File: src/rtl/core/bounded_sequence_list_engine_assert.svh
// Assertion macros shared by the list engine modules.
`ifndef BOUNDED_SEQUENCE_LIST_ENGINE_ASSERT_SVH
`define BOUNDED_SEQUENCE_LIST_ENGINE_ASSERT_SVH

`ifndef SYNTHESIS

`define BSLE_ASSERT(lbl, clk, rst_n, prop, msg) \
    lbl: assert property (@(posedge clk) disable iff (!rst_n) (prop)) else $error(msg);

`define BSLE_NEVER(lbl, clk, rst_n, expr, msg) \
    lbl: assert property (@(posedge clk) disable iff (!rst_n) !(expr)) else $error(msg);

`else

`define BSLE_ASSERT(lbl, clk, rst_n, prop, msg)

`define BSLE_NEVER(lbl, clk, rst_n, expr, msg)

`endif

`endif

File: src/rtl/core/bsle_pkg.sv
// Types and codes shared by the list engine modules.
package bsle_pkg;

    localparam int POS_W = 6;
    localparam int LEN_W = 6;
    localparam int READ_LIMIT = 32;

    localparam logic [2:0] OP_CLEAR     = 3'd0;
    localparam logic [2:0] OP_PUSH_FRONT = 3'd1;
    localparam logic [2:0] OP_PUSH_BACK = 3'd2;
    localparam logic [2:0] OP_POP_FRONT = 3'd3;
    localparam logic [2:0] OP_POP_BACK  = 3'd4;
    localparam logic [2:0] OP_READ_OUT  = 3'd5;
    localparam logic [2:0] OP_INSERT_AT = 3'd6;
    localparam logic [2:0] OP_DEL_EQUAL = 3'd7;

    localparam logic [1:0] ST_OK    = 2'd0;
    localparam logic [1:0] ST_FULL  = 2'd1;
    localparam logic [1:0] ST_EMPTY = 2'd2;
    localparam logic [1:0] ST_INDEX = 2'd3;

    typedef struct packed {
        logic [2:0]         opcode;
        logic signed [63:0] value;
        logic [POS_W-1:0]   position;
    } t_in_item;

    typedef struct packed {
        logic signed [63:0] element;
        logic [1:0]         status;
        logic [LEN_W-1:0]   length;
        logic               has_element;
        logic               last;
    } t_out_item;

    typedef struct packed {
        logic      vld;
        t_out_item item;
    } t_emit;

endpackage

File: src/rtl/core/bsle_ram.sv
// Generic simple dual-port RAM with registered read.
module bsle_ram #(
    parameter int WIDTH = 64,
    parameter int DEPTH = 32
) (
    input  logic                     i_clk,
    input  logic                     i_we,
    input  logic [$clog2(DEPTH)-1:0] i_waddr,
    input  logic [WIDTH-1:0]         i_wdata,
    input  logic                     i_re,
    input  logic [$clog2(DEPTH)-1:0] i_raddr,
    output logic [WIDTH-1:0]         o_rdata
);

    logic [WIDTH-1:0] r_mem [DEPTH];
    logic [WIDTH-1:0] r_rdata;

    always_ff @(posedge i_clk) begin
        if (i_we) begin
            r_mem[i_waddr] <= i_wdata;
        end
        if (i_re) begin
            r_rdata <= r_mem[i_raddr];
        end
    end

    assign o_rdata = r_rdata;

endmodule

File: src/rtl/core/bsle_ctrl.sv
// Sequencer: decodes an opcode and moves entries one per cycle through the RAM.
`include "bounded_sequence_list_engine_assert.svh"

module bsle_ctrl #(
    parameter int CAPACITY = 32
) (
    input  logic                        i_clk,
    input  logic                        i_rst_n,
    input  logic                        i_start,
    input  bsle_pkg::t_in_item          i_item,
    output logic                        o_idle,
    input  logic                        i_out_free,
    output bsle_pkg::t_emit             o_emit,
    output logic                        o_we,
    output logic [$clog2(CAPACITY)-1:0] o_waddr,
    output logic [63:0]                 o_wdata,
    output logic                        o_re,
    output logic [$clog2(CAPACITY)-1:0] o_raddr,
    input  logic [63:0]                 i_rdata
);

    localparam int AW = $clog2(CAPACITY);
    localparam int CW = $clog2(CAPACITY + 1);
    localparam int WW = (CW > bsle_pkg::POS_W) ? CW : bsle_pkg::POS_W;

    typedef enum logic [2:0] {
        S_IDLE, S_SHUP, S_SHDN, S_DEL, S_READ, S_RDATA, S_EMIT
    } t_state;

    t_state             r_state;
    logic [CW-1:0]      r_cnt;
    logic [AW-1:0]      r_rd;
    logic [CW-1:0]      r_wr;
    logic [AW-1:0]      r_pos;
    logic [AW-1:0]      r_lim;
    logic               r_more;
    logic               r_pend;
    logic [1:0]         r_st;
    logic signed [63:0] r_val;

    logic [WW-1:0] ins_pos;
    logic          full;
    logic          bad_idx;
    logic          append;
    logic          empty;
    logic          keep;
    logic          rd_at_end;

    always_comb begin
        case (i_item.opcode)
            bsle_pkg::OP_PUSH_FRONT: ins_pos = '0;
            bsle_pkg::OP_PUSH_BACK:  ins_pos = WW'(r_cnt);
            default:                 ins_pos = WW'(i_item.position);
        endcase
    end

    assign full      = (r_cnt >= CW'(CAPACITY));
    assign bad_idx   = (ins_pos > WW'(r_cnt));
    assign append    = (ins_pos == WW'(r_cnt));
    assign empty     = (r_cnt == '0);
    // shared compare unit: the only 64-bit comparison in the datapath
    assign keep      = (i_rdata != r_val);
    assign rd_at_end = (CW'(r_rd) == r_cnt - CW'(1));
    assign o_idle    = (r_state == S_IDLE);

    always_comb begin
        o_we    = 1'b0;
        o_waddr = r_wr[AW-1:0];
        o_wdata = r_val;
        o_re    = 1'b0;
        o_raddr = r_rd;
        o_emit  = '0;
        o_emit.item.length = bsle_pkg::LEN_W'(r_cnt);
        case (r_state)
            S_IDLE: begin
                if (i_start && !full && !bad_idx && append &&
                    (i_item.opcode == bsle_pkg::OP_PUSH_FRONT ||
                     i_item.opcode == bsle_pkg::OP_PUSH_BACK ||
                     i_item.opcode == bsle_pkg::OP_INSERT_AT)) begin
                    o_we    = 1'b1;
                    o_waddr = r_cnt[AW-1:0];
                    o_wdata = i_item.value;
                end
            end
            S_SHUP: begin
                o_re = r_more;
                if (r_pend) begin
                    o_we    = 1'b1;
                    o_wdata = i_rdata;
                end else if (!r_more) begin
                    o_we    = 1'b1;
                    o_waddr = r_pos;
                end
            end
            S_SHDN: begin
                o_re = r_more;
                if (r_pend) begin
                    o_we    = 1'b1;
                    o_wdata = i_rdata;
                end
            end
            S_DEL: begin
                o_re = r_more;
                if (r_pend && keep) begin
                    o_we    = 1'b1;
                    o_wdata = i_rdata;
                end
            end
            S_READ: begin
                o_re = i_out_free;
            end
            S_RDATA: begin
                o_emit.vld              = 1'b1;
                o_emit.item.element     = i_rdata;
                o_emit.item.status      = bsle_pkg::ST_OK;
                o_emit.item.has_element = 1'b1;
                o_emit.item.last        = (r_rd == r_lim);
            end
            S_EMIT: begin
                o_emit.vld         = i_out_free;
                o_emit.item.status = r_st;
                o_emit.item.last   = 1'b1;
            end
            default: begin
            end
        endcase
    end

    always_ff @(posedge i_clk) begin
        if (!i_rst_n) begin
            r_state <= S_IDLE;
            r_cnt   <= '0;
            r_more  <= 1'b0;
            r_pend  <= 1'b0;
            r_st    <= bsle_pkg::ST_OK;
            r_rd    <= '0;
            r_wr    <= '0;
            r_lim   <= '0;
        end else begin
            case (r_state)
                S_IDLE: begin
                    if (i_start) begin
                        r_val  <= i_item.value;
                        r_pos  <= ins_pos[AW-1:0];
                        r_st   <= bsle_pkg::ST_OK;
                        r_pend <= 1'b0;
                        r_more <= 1'b1;
                        r_state <= S_EMIT;
                        case (i_item.opcode)
                            bsle_pkg::OP_CLEAR: begin
                                r_cnt <= '0;
                            end
                            bsle_pkg::OP_PUSH_FRONT, bsle_pkg::OP_PUSH_BACK,
                            bsle_pkg::OP_INSERT_AT: begin
                                if (full) begin
                                    r_st <= bsle_pkg::ST_FULL;
                                end else if (bad_idx) begin
                                    r_st <= bsle_pkg::ST_INDEX;
                                end else if (append) begin
                                    r_cnt <= r_cnt + CW'(1);
                                end else begin
                                    r_rd    <= AW'(r_cnt - CW'(1));
                                    r_wr    <= r_cnt;
                                    r_state <= S_SHUP;
                                end
                            end
                            bsle_pkg::OP_POP_FRONT: begin
                                if (empty) begin
                                    r_st <= bsle_pkg::ST_EMPTY;
                                end else if (r_cnt == CW'(1)) begin
                                    r_cnt <= '0;
                                end else begin
                                    r_rd    <= AW'(1);
                                    r_wr    <= '0;
                                    r_state <= S_SHDN;
                                end
                            end
                            bsle_pkg::OP_POP_BACK: begin
                                if (empty) begin
                                    r_st <= bsle_pkg::ST_EMPTY;
                                end else begin
                                    r_cnt <= r_cnt - CW'(1);
                                end
                            end
                            bsle_pkg::OP_READ_OUT: begin
                                if (empty) begin
                                    r_st <= bsle_pkg::ST_EMPTY;
                                end else begin
                                    r_rd <= '0;
                                    if (WW'(r_cnt) > WW'(bsle_pkg::READ_LIMIT)) begin
                                        r_lim <= AW'(bsle_pkg::READ_LIMIT - 1);
                                    end else begin
                                        r_lim <= AW'(r_cnt - CW'(1));
                                    end
                                    r_state <= S_READ;
                                end
                            end
                            default: begin
                                // delete every entry equal to the value
                                if (empty) begin
                                    r_st <= bsle_pkg::ST_EMPTY;
                                end else begin
                                    r_rd    <= '0;
                                    r_wr    <= '0;
                                    r_state <= S_DEL;
                                end
                            end
                        endcase
                    end
                end
                S_SHUP: begin
                    // reads walk down from the back; writes trail one slot above
                    if (r_more) begin
                        if (r_rd == r_pos) begin
                            r_more <= 1'b0;
                        end else begin
                            r_rd <= r_rd - AW'(1);
                        end
                    end
                    r_pend <= r_more;
                    if (r_pend) begin
                        r_wr <= r_wr - CW'(1);
                    end
                    if (!r_more && !r_pend) begin
                        r_cnt   <= r_cnt + CW'(1);
                        r_state <= S_EMIT;
                    end
                end
                S_SHDN: begin
                    if (r_more) begin
                        if (rd_at_end) begin
                            r_more <= 1'b0;
                        end else begin
                            r_rd <= r_rd + AW'(1);
                        end
                    end
                    r_pend <= r_more;
                    if (r_pend) begin
                        r_wr <= r_wr + CW'(1);
                    end
                    if (!r_more && !r_pend) begin
                        r_cnt   <= r_cnt - CW'(1);
                        r_state <= S_EMIT;
                    end
                end
                S_DEL: begin
                    if (r_more) begin
                        if (rd_at_end) begin
                            r_more <= 1'b0;
                        end else begin
                            r_rd <= r_rd + AW'(1);
                        end
                    end
                    r_pend <= r_more;
                    if (r_pend && keep) begin
                        r_wr <= r_wr + CW'(1);
                    end
                    if (!r_more && !r_pend) begin
                        r_cnt   <= r_wr;
                        r_state <= S_EMIT;
                    end
                end
                S_READ: begin
                    if (i_out_free) begin
                        r_state <= S_RDATA;
                    end
                end
                S_RDATA: begin
                    if (r_rd == r_lim) begin
                        r_state <= S_IDLE;
                    end else begin
                        r_rd    <= r_rd + AW'(1);
                        r_state <= S_READ;
                    end
                end
                S_EMIT: begin
                    if (i_out_free) begin
                        r_state <= S_IDLE;
                    end
                end
                default: begin
                    r_state <= S_IDLE;
                end
            endcase
        end
    end

    `BSLE_NEVER(a_cnt_bound, i_clk, i_rst_n, r_cnt > CW'(CAPACITY), "entry count above capacity")
    `BSLE_ASSERT(a_emit_free, i_clk, i_rst_n, o_emit.vld |-> i_out_free, "result with output busy")
    `BSLE_ASSERT(a_waddr, i_clk, i_rst_n, o_we |-> (CW'(o_waddr) < CW'(CAPACITY)), "write out of range")
    `BSLE_ASSERT(a_pend_read, i_clk, i_rst_n, r_pend |-> $past(o_re), "pending data without a read")

endmodule

File: src/rtl/core/bounded_sequence_list_engine.sv
// Top level: ordered list engine with entry RAM, sequencer and output register.
//
// Bounded ordered list of up to CAPACITY signed 64-bit entries kept in a
// simple dual-port RAM, one opcode per input transfer. The input is taken
// only when the sequencer is idle; the output register lets the next opcode
// in while a result still waits. Clear, pop-back, push-back, an append-point
// insert, a pop-front of a single entry and every refused operation go from
// idle straight to S_EMIT, which loads the status result. Push-front,
// pop-front, insert-at and delete-equal move one entry per cycle through the
// RAM and then go to S_EMIT; the next transfer is taken once the sequencer is
// back in idle. A read-out gives its elements in order, each through S_READ
// and S_RDATA (registered RAM read), up to 32 elements. A result that the
// receiver does not take stalls the sequencer in place. The RAM needs no
// clearing pass after reset.
module bounded_sequence_list_engine #(
    parameter int CAPACITY = 32
) (
    input  logic                 i_clk,
    input  logic                 i_rst_n,
    input  logic                 i_in_valid,
    output logic                 o_in_ready,
    input  bsle_pkg::t_in_item   i_in_item,
    output logic                 o_out_valid,
    input  logic                 i_out_ready,
    output bsle_pkg::t_out_item  o_out_item
);

    localparam int AW = $clog2(CAPACITY);

    logic                r_out_valid;
    bsle_pkg::t_out_item r_out_item;
    logic                out_free;
    logic                start;
    bsle_pkg::t_emit     emit;
    logic                we;
    logic [AW-1:0]       waddr;
    logic [63:0]         wdata;
    logic                re;
    logic [AW-1:0]       raddr;
    logic [63:0]         rdata;

    assign out_free = !r_out_valid || i_out_ready;
    assign start    = i_in_valid && o_in_ready;

    bsle_ctrl #(
        .CAPACITY (CAPACITY)
    ) u_ctrl (
        .i_clk      (i_clk),
        .i_rst_n    (i_rst_n),
        .i_start    (start),
        .i_item     (i_in_item),
        .o_idle     (o_in_ready),
        .i_out_free (out_free),
        .o_emit     (emit),
        .o_we       (we),
        .o_waddr    (waddr),
        .o_wdata    (wdata),
        .o_re       (re),
        .o_raddr    (raddr),
        .i_rdata    (rdata)
    );

    bsle_ram #(
        .WIDTH (64),
        .DEPTH (CAPACITY)
    ) u_ram (
        .i_clk   (i_clk),
        .i_we    (we),
        .i_waddr (waddr),
        .i_wdata (wdata),
        .i_re    (re),
        .i_raddr (raddr),
        .o_rdata (rdata)
    );

    // result register: loaded only when empty or being drained this cycle
    always_ff @(posedge i_clk) begin
        if (!i_rst_n) begin
            r_out_valid <= 1'b0;
        end else if (emit.vld) begin
            r_out_valid <= 1'b1;
            r_out_item  <= emit.item;
        end else if (i_out_ready) begin
            r_out_valid <= 1'b0;
        end
    end

    assign o_out_valid = r_out_valid;
    assign o_out_item  = r_out_item;

endmodule
File: config.mk
export PLATFORM = sky130hd
export DESIGN_NAME = bounded_sequence_list_engine
export DESIGN_NICKNAME = d
export VERILOG_FILES = /design/src/rtl/core/bsle_pkg.sv /design/src/rtl/core/bsle_ram.sv /design/src/rtl/core/bsle_ctrl.sv /design/src/rtl/core/bounded_sequence_list_engine.sv
export VERILOG_INCLUDE_DIRS = /design/src /design/src/rtl/core
export SDC_FILE = /design/constraint.sdc
export NUM_CORES = 2
export LEC_CHECK = 0
export BUFFER_PORTS_ARGS = -buffer_cell sky130_fd_sc_hd__buf_2
export CAP_MARGIN = 20
export CORE_MARGIN = 4
export CORE_UTILIZATION = 30
export DETAILED_ROUTE_END_ITERATION = 8
export GPL_ROUTABILITY_DRIVEN = 0
export SETUP_SLACK_MARGIN = 0.2
export SYNTH_ARGS = -nofsm -noshare
export SYNTH_HDL_FRONTEND = slang
export SYNTH_SLANG_ARGS = --single-unit
export TNS_END_PERCENT = 100
File: constraint.sdc
create_clock -name i_clk -period 11.5 [get_ports i_clk]
set_input_delay 0.575 -clock i_clk [delete_from_list [all_inputs] [get_ports i_clk]]
set_output_delay 0.575 -clock i_clk [all_outputs]
set_load 0.03 [all_outputs]
# Word level (Yosys, flattened, before mapping)
# Memory sizes are Yosys's and may differ from the RTL's. A register that Yosys moved wholly into a read port is not among the register bits.
# Index checks and enable logic that the tools add are counted.
# totals
register_bits	173
ramBits	2048
input_bits	77
output_inout_bits	76
memories	1
# mem_list
memory	depth	width	read_ports	rd_clocked_by_memory_dff	write_ports	line_no	rtl
u_ram.r_mem	32	64	1	1	1	bsle_ram.sv:15	logic [WIDTH-1:0] r_mem [DEPTH];
# op_classes
addsub	6
n_lt_le_gt_ge	3
n_eq_ne	45
mux	88
n_bitwise	1
n_reduce_logical	39
# ops
op	n
64-bit 2-to-1 mux	3
64-bit case mux with 3 select lines	1
6-bit 2-to-1 mux	20
5-bit 2-to-1 mux	16
6-bit case mux with 4 select lines	3
64-bit != test	1
3-bit 2-to-1 mux	11
2-bit by 1-bit != test with 1-bit output (second input constant)	12
12-bit AND reduction	2
3-bit != test (second input constant)	7
5-bit case mux with 4 select lines	1
3-bit == test (second input constant)	6
6-bit case mux with 3 select lines	1
1-bit 2-to-1 mux	16
3-bit case mux with 5 select lines	1
5-bit case mux with 3 select lines	1
14-bit AND reduction	1
6-bit by 1-bit adder with 6-bit output (second input constant)	2
3-bit by 2-bit == test with 1-bit output (second input constant)	4
3-bit case mux with 4 select lines	1
6-bit case mux with 2 select lines	1
6-bit by 1-bit subtractor with 6-bit output (second input constant)	2
5-bit == test	2
2-bit != test (second input constant)	5
other kinds (31)	62

# Longest topological paths before layout
# depth
word_depth	11
ltp_mapped	17
ltp_nobuf	12

# Cells and area by module
# A second synthesis with hierarchy kept.
# unflattened
hier_cells	4115
hier_area_um2	90040.1
# modules_own_cells
module	instances	cells_per_inst	area_per_inst_um2
bsle_ram	1	3096	79605.1
bsle_ctrl	1	939	8151.6
bounded_sequence_list_engine	1	80	2283.4

# Worst setup path after synthesis
# No wires, ideal clock.
# synth_path
path_type	input to register
start	input i_in_item[71] (netlist bit)
end	memory u_ram.r_mem[18][0], enable pin
setup_ns	0.644
arrival_time_ns	9.300
required_time_ns	10.856
setup_slack_ns	1.556
stages	14
path_buffers	4
cell_sequence	clkbuf_1 buf_1 nor2b_1 a21oi_1 o21ai_0 ha_1 nand2_1 nor4_1 a21oi_2 a221o_1 nand2b_1 clkbuf_1 buf_2 nor4_1
# synth_via
elab_chain_len	11
elab_cells_between_ends	18
cone_classes	order compare: 1; eq/ne: 4; mux: 7; reduce/logical: 6
# synth_lines
element	line_no	rtl
start, declared	bounded_sequence_list_engine.sv:22	input bsle_pkg::t_in_item i_in_item,
3-bit by 2-bit == test with 1-bit output or 3-bit by 1-bit == test with 1-bit output (tied branches)	bsle_ctrl.sv:50	case (i_item.opcode)
6-bit case mux with 2 select lines *	bsle_ctrl.sv:50	
net u_ctrl.ins_pos[2]	bsle_ctrl.sv:41	logic [WW-1:0] ins_pos;
6-bit > comparator	bsle_ctrl.sv:58	assign bad_idx = (ins_pos > WW'(r_cnt));
1-bit logical NOT	bsle_ctrl.sv:76	if (i_start && !full && !bad_idx && append &&
1-bit logical AND	bsle_ctrl.sv:76	
1-bit logical AND * (2 in series)	bsle_ctrl.sv:76	
1-bit 2-to-1 mux	bsle_ctrl.sv:76	
1-bit case mux with 4 select lines	bsle_ctrl.sv:74	case (r_state)
1-bit 2-to-1 mux	bsle_ram.sv:19	if (i_we) begin
1-bit 2-to-1 mux (not written as such)	bsle_ram.sv:20	r_mem[i_waddr] <= i_wdata;
end, declared	bsle_ram.sv:15	
# Mark *: on every way through the listed nets, which the timed path passes. The rest lies on a longest branch.

# Worst setup path in the final report
# layout_path
start	register u_ctrl.r_cnt[2]
end	memory u_ram.r_mem[27][32], enable pin
# layout_via
elab_chain_len	10
elab_cells_between_ends	16
cone_classes	order compare: 2; eq/ne: 1; mux: 7; reduce/logical: 6
# layout_lines
element	line_no	rtl
start, declared	bsle_ctrl.sv:31	logic [CW-1:0] r_cnt;
start signal, assigned	bsle_ctrl.sv:160	r_cnt <= r_cnt + CW'(1);
start signal, assigned	bsle_ctrl.sv:182	r_cnt <= r_cnt - CW'(1);
start signal, assigned	bsle_ctrl.sv:225	r_cnt <= r_cnt + CW'(1);
6-bit case mux with 2 select lines *	bsle_ctrl.sv:50	
net u_ctrl.ins_pos[2]	bsle_ctrl.sv:41	
6-bit > comparator	bsle_ctrl.sv:58	
1-bit logical NOT	bsle_ctrl.sv:76	
1-bit logical AND	bsle_ctrl.sv:76	
1-bit logical AND * (2 in series)	bsle_ctrl.sv:76	
1-bit 2-to-1 mux	bsle_ctrl.sv:76	
1-bit case mux with 4 select lines	bsle_ctrl.sv:74	
1-bit 2-to-1 mux	bsle_ram.sv:19	
1-bit 2-to-1 mux (not written as such)	bsle_ram.sv:20	
# Marked as above.

==> impl_metrics.csv <==
group,metric,value,unit
timing,worstMarginPinSlew,1150,ps
critical_path,start_kind,"register",
critical_path,crit-reg2reg-launch,"u_ctrl.r_cnt[2]",
floorplanning,core_area,303000,um2
drt,vias,46300,
timing,period_needed,6460,ps
drt,wire_per_inst,29.1,um
floorplanning,num_rows,202,
power,seqPwrFrac,41.9,%
run,drv_cap,0,
synth,synth_commonest_cells,"edfxtp_1, mux4_2, clkbuf_1",
critical_path,crit-reg2reg-capture,"u_ram.r_mem[27][32]",
timing,skew,123,ps
synth,synthFlopType,"edfxtp_1",
synth,seq_area_frac_synth,74.6,%
power,clkPwrFrac,25.7,%
synth,yosys_warnings,0,
synth,synth_cell_types,78,
timing,slew_headroom,23.1,%
finish,layout.area.seq,68300,um2
finish,synthToLayoutAreaGrowth,16.1,%
finish,drive_gt1_share,31.1,%
power,pwr-share-comb,32.4,%
power,leakage,31.9,nW
grt,grt_pass1_wl,360000,um
timing,fin_tns_setup,0,ps
clock_network,htreeDepth,4,
clock_network,cts_tree,"done",
run_status,status,"completed",
floorplanning,fp.dieW,561,um
critical_path,required,12010,ps
critical_path,cp.arrival,6970,ps
critical_path,endpoint,"u_ram.r_mem[27][32]",
timing,drv_slew,0,
grt,grt_pass1_vias,46800,
clock_network,clk_pin_slew_worst_paths,60,ps
clock_network,hold_buffers,54,
drt,antenna_left,0,
finish,fin_nets,4662,
grt,grt_max_degree,125,
power,p_per_area,266,nW/um2
critical_path,worstSetupPathType,"reg2reg",
worst_hold_path,hold_class,"in2reg",
grt,grt_antenna_before_repair,9,
drt,vias_per_cell,5.31,
synth,syn_nets,4314,
synth,netlist_instances,4218,
grt,gr-usage-met2,26.1,%
synth,synth-async-reset-ratio,0,%
clock_network,insertion_delay,910,ps
power,netSwitchingPower,9.24,mW
clock_network,cts-buffers-inserted,230,
placed_design,dp_hpwl,144000,um
clock_network,clockBufferDepth,4,
synth,synth-seq-cells,2285,
floorplanning,io_pins,153,
synth,yosysTopAreaCell,"edfxtp_1",
critical_path,worstSetupEndpointType,"register",
synth,synth.area.top_cells,"edfxtp_1, mux4_2, mux2i_1",
timing,finalHoldViolations,0,
finish,multi_input_area,22800,um2
timing,setup_viol,0,
synth,synth_top_area_share,73.9,%
clock_network,ctsResizeCount,0,
floorplanning,dieHeight,561,um
synth,syn_avg_cell_area,21.7,um2
clock_network,cts_root_buf,"clkbuf_16",
synth,yosys.cell_count.top_type,"edfxtp_1",
grt,grt-busiest-layer,"met2",
grt,overflow,0,
grt,use_met1,21.3,%
critical_path,ff2ff_path_depth,12,
clock_network,cts.sink_count,2285,
grt,grt_usage,15.7,%
placed_design,port_buffers,152,
synth,synth_area,91600,um2
drt,drt_pre_antenna_iters,7,
drt,drt-initial-drc-count,6018,
power,p_int,19.1,mW
timing,finalCritPeriodShare,56.2,%
critical_path,ff2ff_setup_slack,5040,ps
floorplanning,start_util,30.2,%
drt,drc,0,
drt,wl,254000,um
synth,synth-edff-count,2255,
power,p_total,28.3,mW
floorplanning,die_area,314000,um2
timing,rsz0062_at_grt,"false",
finish,fillers,27900,
clock_network,cts_setup_buffers,0,
grt,grt_use_met3,2.38,%
timing,timing.fmax,155,MHz
critical_path,cp-startpoint,"u_ctrl.r_cnt[2]",
power,switching_share,32.6,%
critical_path,critPathMaxFanout,23,
power,ir_drop,0.239,mV
[cells in the final DEF (no fill, tap or decap), types with 23 or more instances in the layout]
master	n
o31ai_1	69
mux2_2	64
dfxtp_1	23
nor2_1	36
mux4_2	640
nand2_1	45
clkinv_1	57
o21ai_0	32
buf_2	152
a21oi_1	102
a2bb2oi_2	61
buf_8	30
clkinv_2	40
and3_1	69
o22a_1	66
xnor2_1	82
buf_4	131
edfxtp_1	2255
mux2i_1	134
clkbuf_16	231
dlygate4sd3_1	56
clkbuf_1	41
[power by group through the flow]
stage | registers (mW) | clock network, mW | logic, mW
after floorplan | 11.7 | 0 | 5.85
after global routing | 11.9 | 7.78 | 9.73
final | 11.9 | 7.29 | 9.18
after CTS | 11.9 | 7.43 | 9.05
after global placement | 12.1 | 0 | 8.79
after detailed placement | 12.1 | 0 | 9.01
[how the worst min path moves through the flow]
stage                               start               end  slack [ps]  cells past startpoint
after global routing        i_in_item[66]  u_ctrl.r_val[60]           2                      1
after global placement     u_ctrl.r_st[0]    u_ctrl.r_st[0]         500                      2
after detailed placement  u_ctrl.r_lim[1]   u_ctrl.r_lim[1]         510                      2
after floorplan           u_ctrl.r_cnt[4]     o_out_item[6]         400                      0
after CTS                   i_in_item[31]  u_ctrl.r_val[25]           2                      1
final                       i_in_item[31]  u_ctrl.r_val[25]          50                      1
[logic make-up after synthesis]
group           Yosys count  synth area share, %
flops                  2285                 74.6
mux                     838                 18.0
compound gates          399                 3.15
simple gates            302                 1.84
buf+inv                 282                 1.26
xor+xnor                 93                0.889
fa+ha+maj                19                0.276
[state kept, by name, indices dropped and copies added, names as in the netlist]
name,flops
o_out_valid,1
u_ctrl.r_pos,5
o_out_item,74
u_ctrl.r_pend,1
u_ctrl.r_cnt,6
u_ctrl.r_val,64
u_ram.r_mem,2048
u_ctrl.r_st,2
u_ctrl.r_wr,6
u_ctrl.r_more,1
u_ram.o_rdata,64
u_ctrl.r_lim,5
u_ctrl.r_state,3
u_ctrl.o_raddr,5
[through the flow]
stage          hold WS (ps)  cell area, um2  setup slack (ps)  cells  util, %
3_3_place_gp            505           98100              4550   8222     32.3
6_report               49.7          106000              5040   8724     35.1
3_5_place_dp            509           98200              4610   8230     32.4
5_1_grt                2.04          106000              4640   8723     35.1
2_1_floorplan           403           91600              1560   4218        -
4_1_cts                1.75          106000              5120   8695     34.9
[final cells by class]
class / instances / area share (%)
Antenna cell: 1 / 0.00235
Inverter: 19 / 0.0694
Clock inverter: 139 / 1.21
Clock buffer: 272 / 5.58
Sequential cell: 2285 / 64.3
Multi-Input combinational cell: 1651 / 21.4
Timing Repair Buffer: 379 / 2.75
Tap cell: 3978 / 4.68
[critical path, cell delays in order (launching register included)]
cell and delay, ps:
dfxtp_1 780, a21oi_1 140, o21ai_0 340, ha_1 320, nand2_1 100, nor4_1 60, buf_4 190, and2_4 290
a221oi_2 1010, nand4_1 740, nor2_4 1050, buf_4 560, buf_4 530
[layer usage]
layer  wire, um  vias up
li1           -    18700
met1     102000    25200
met2     125000     2071
met3      18100      414
met4       9040        0
met5          0        -
Power figures use the tool's default switching activity.
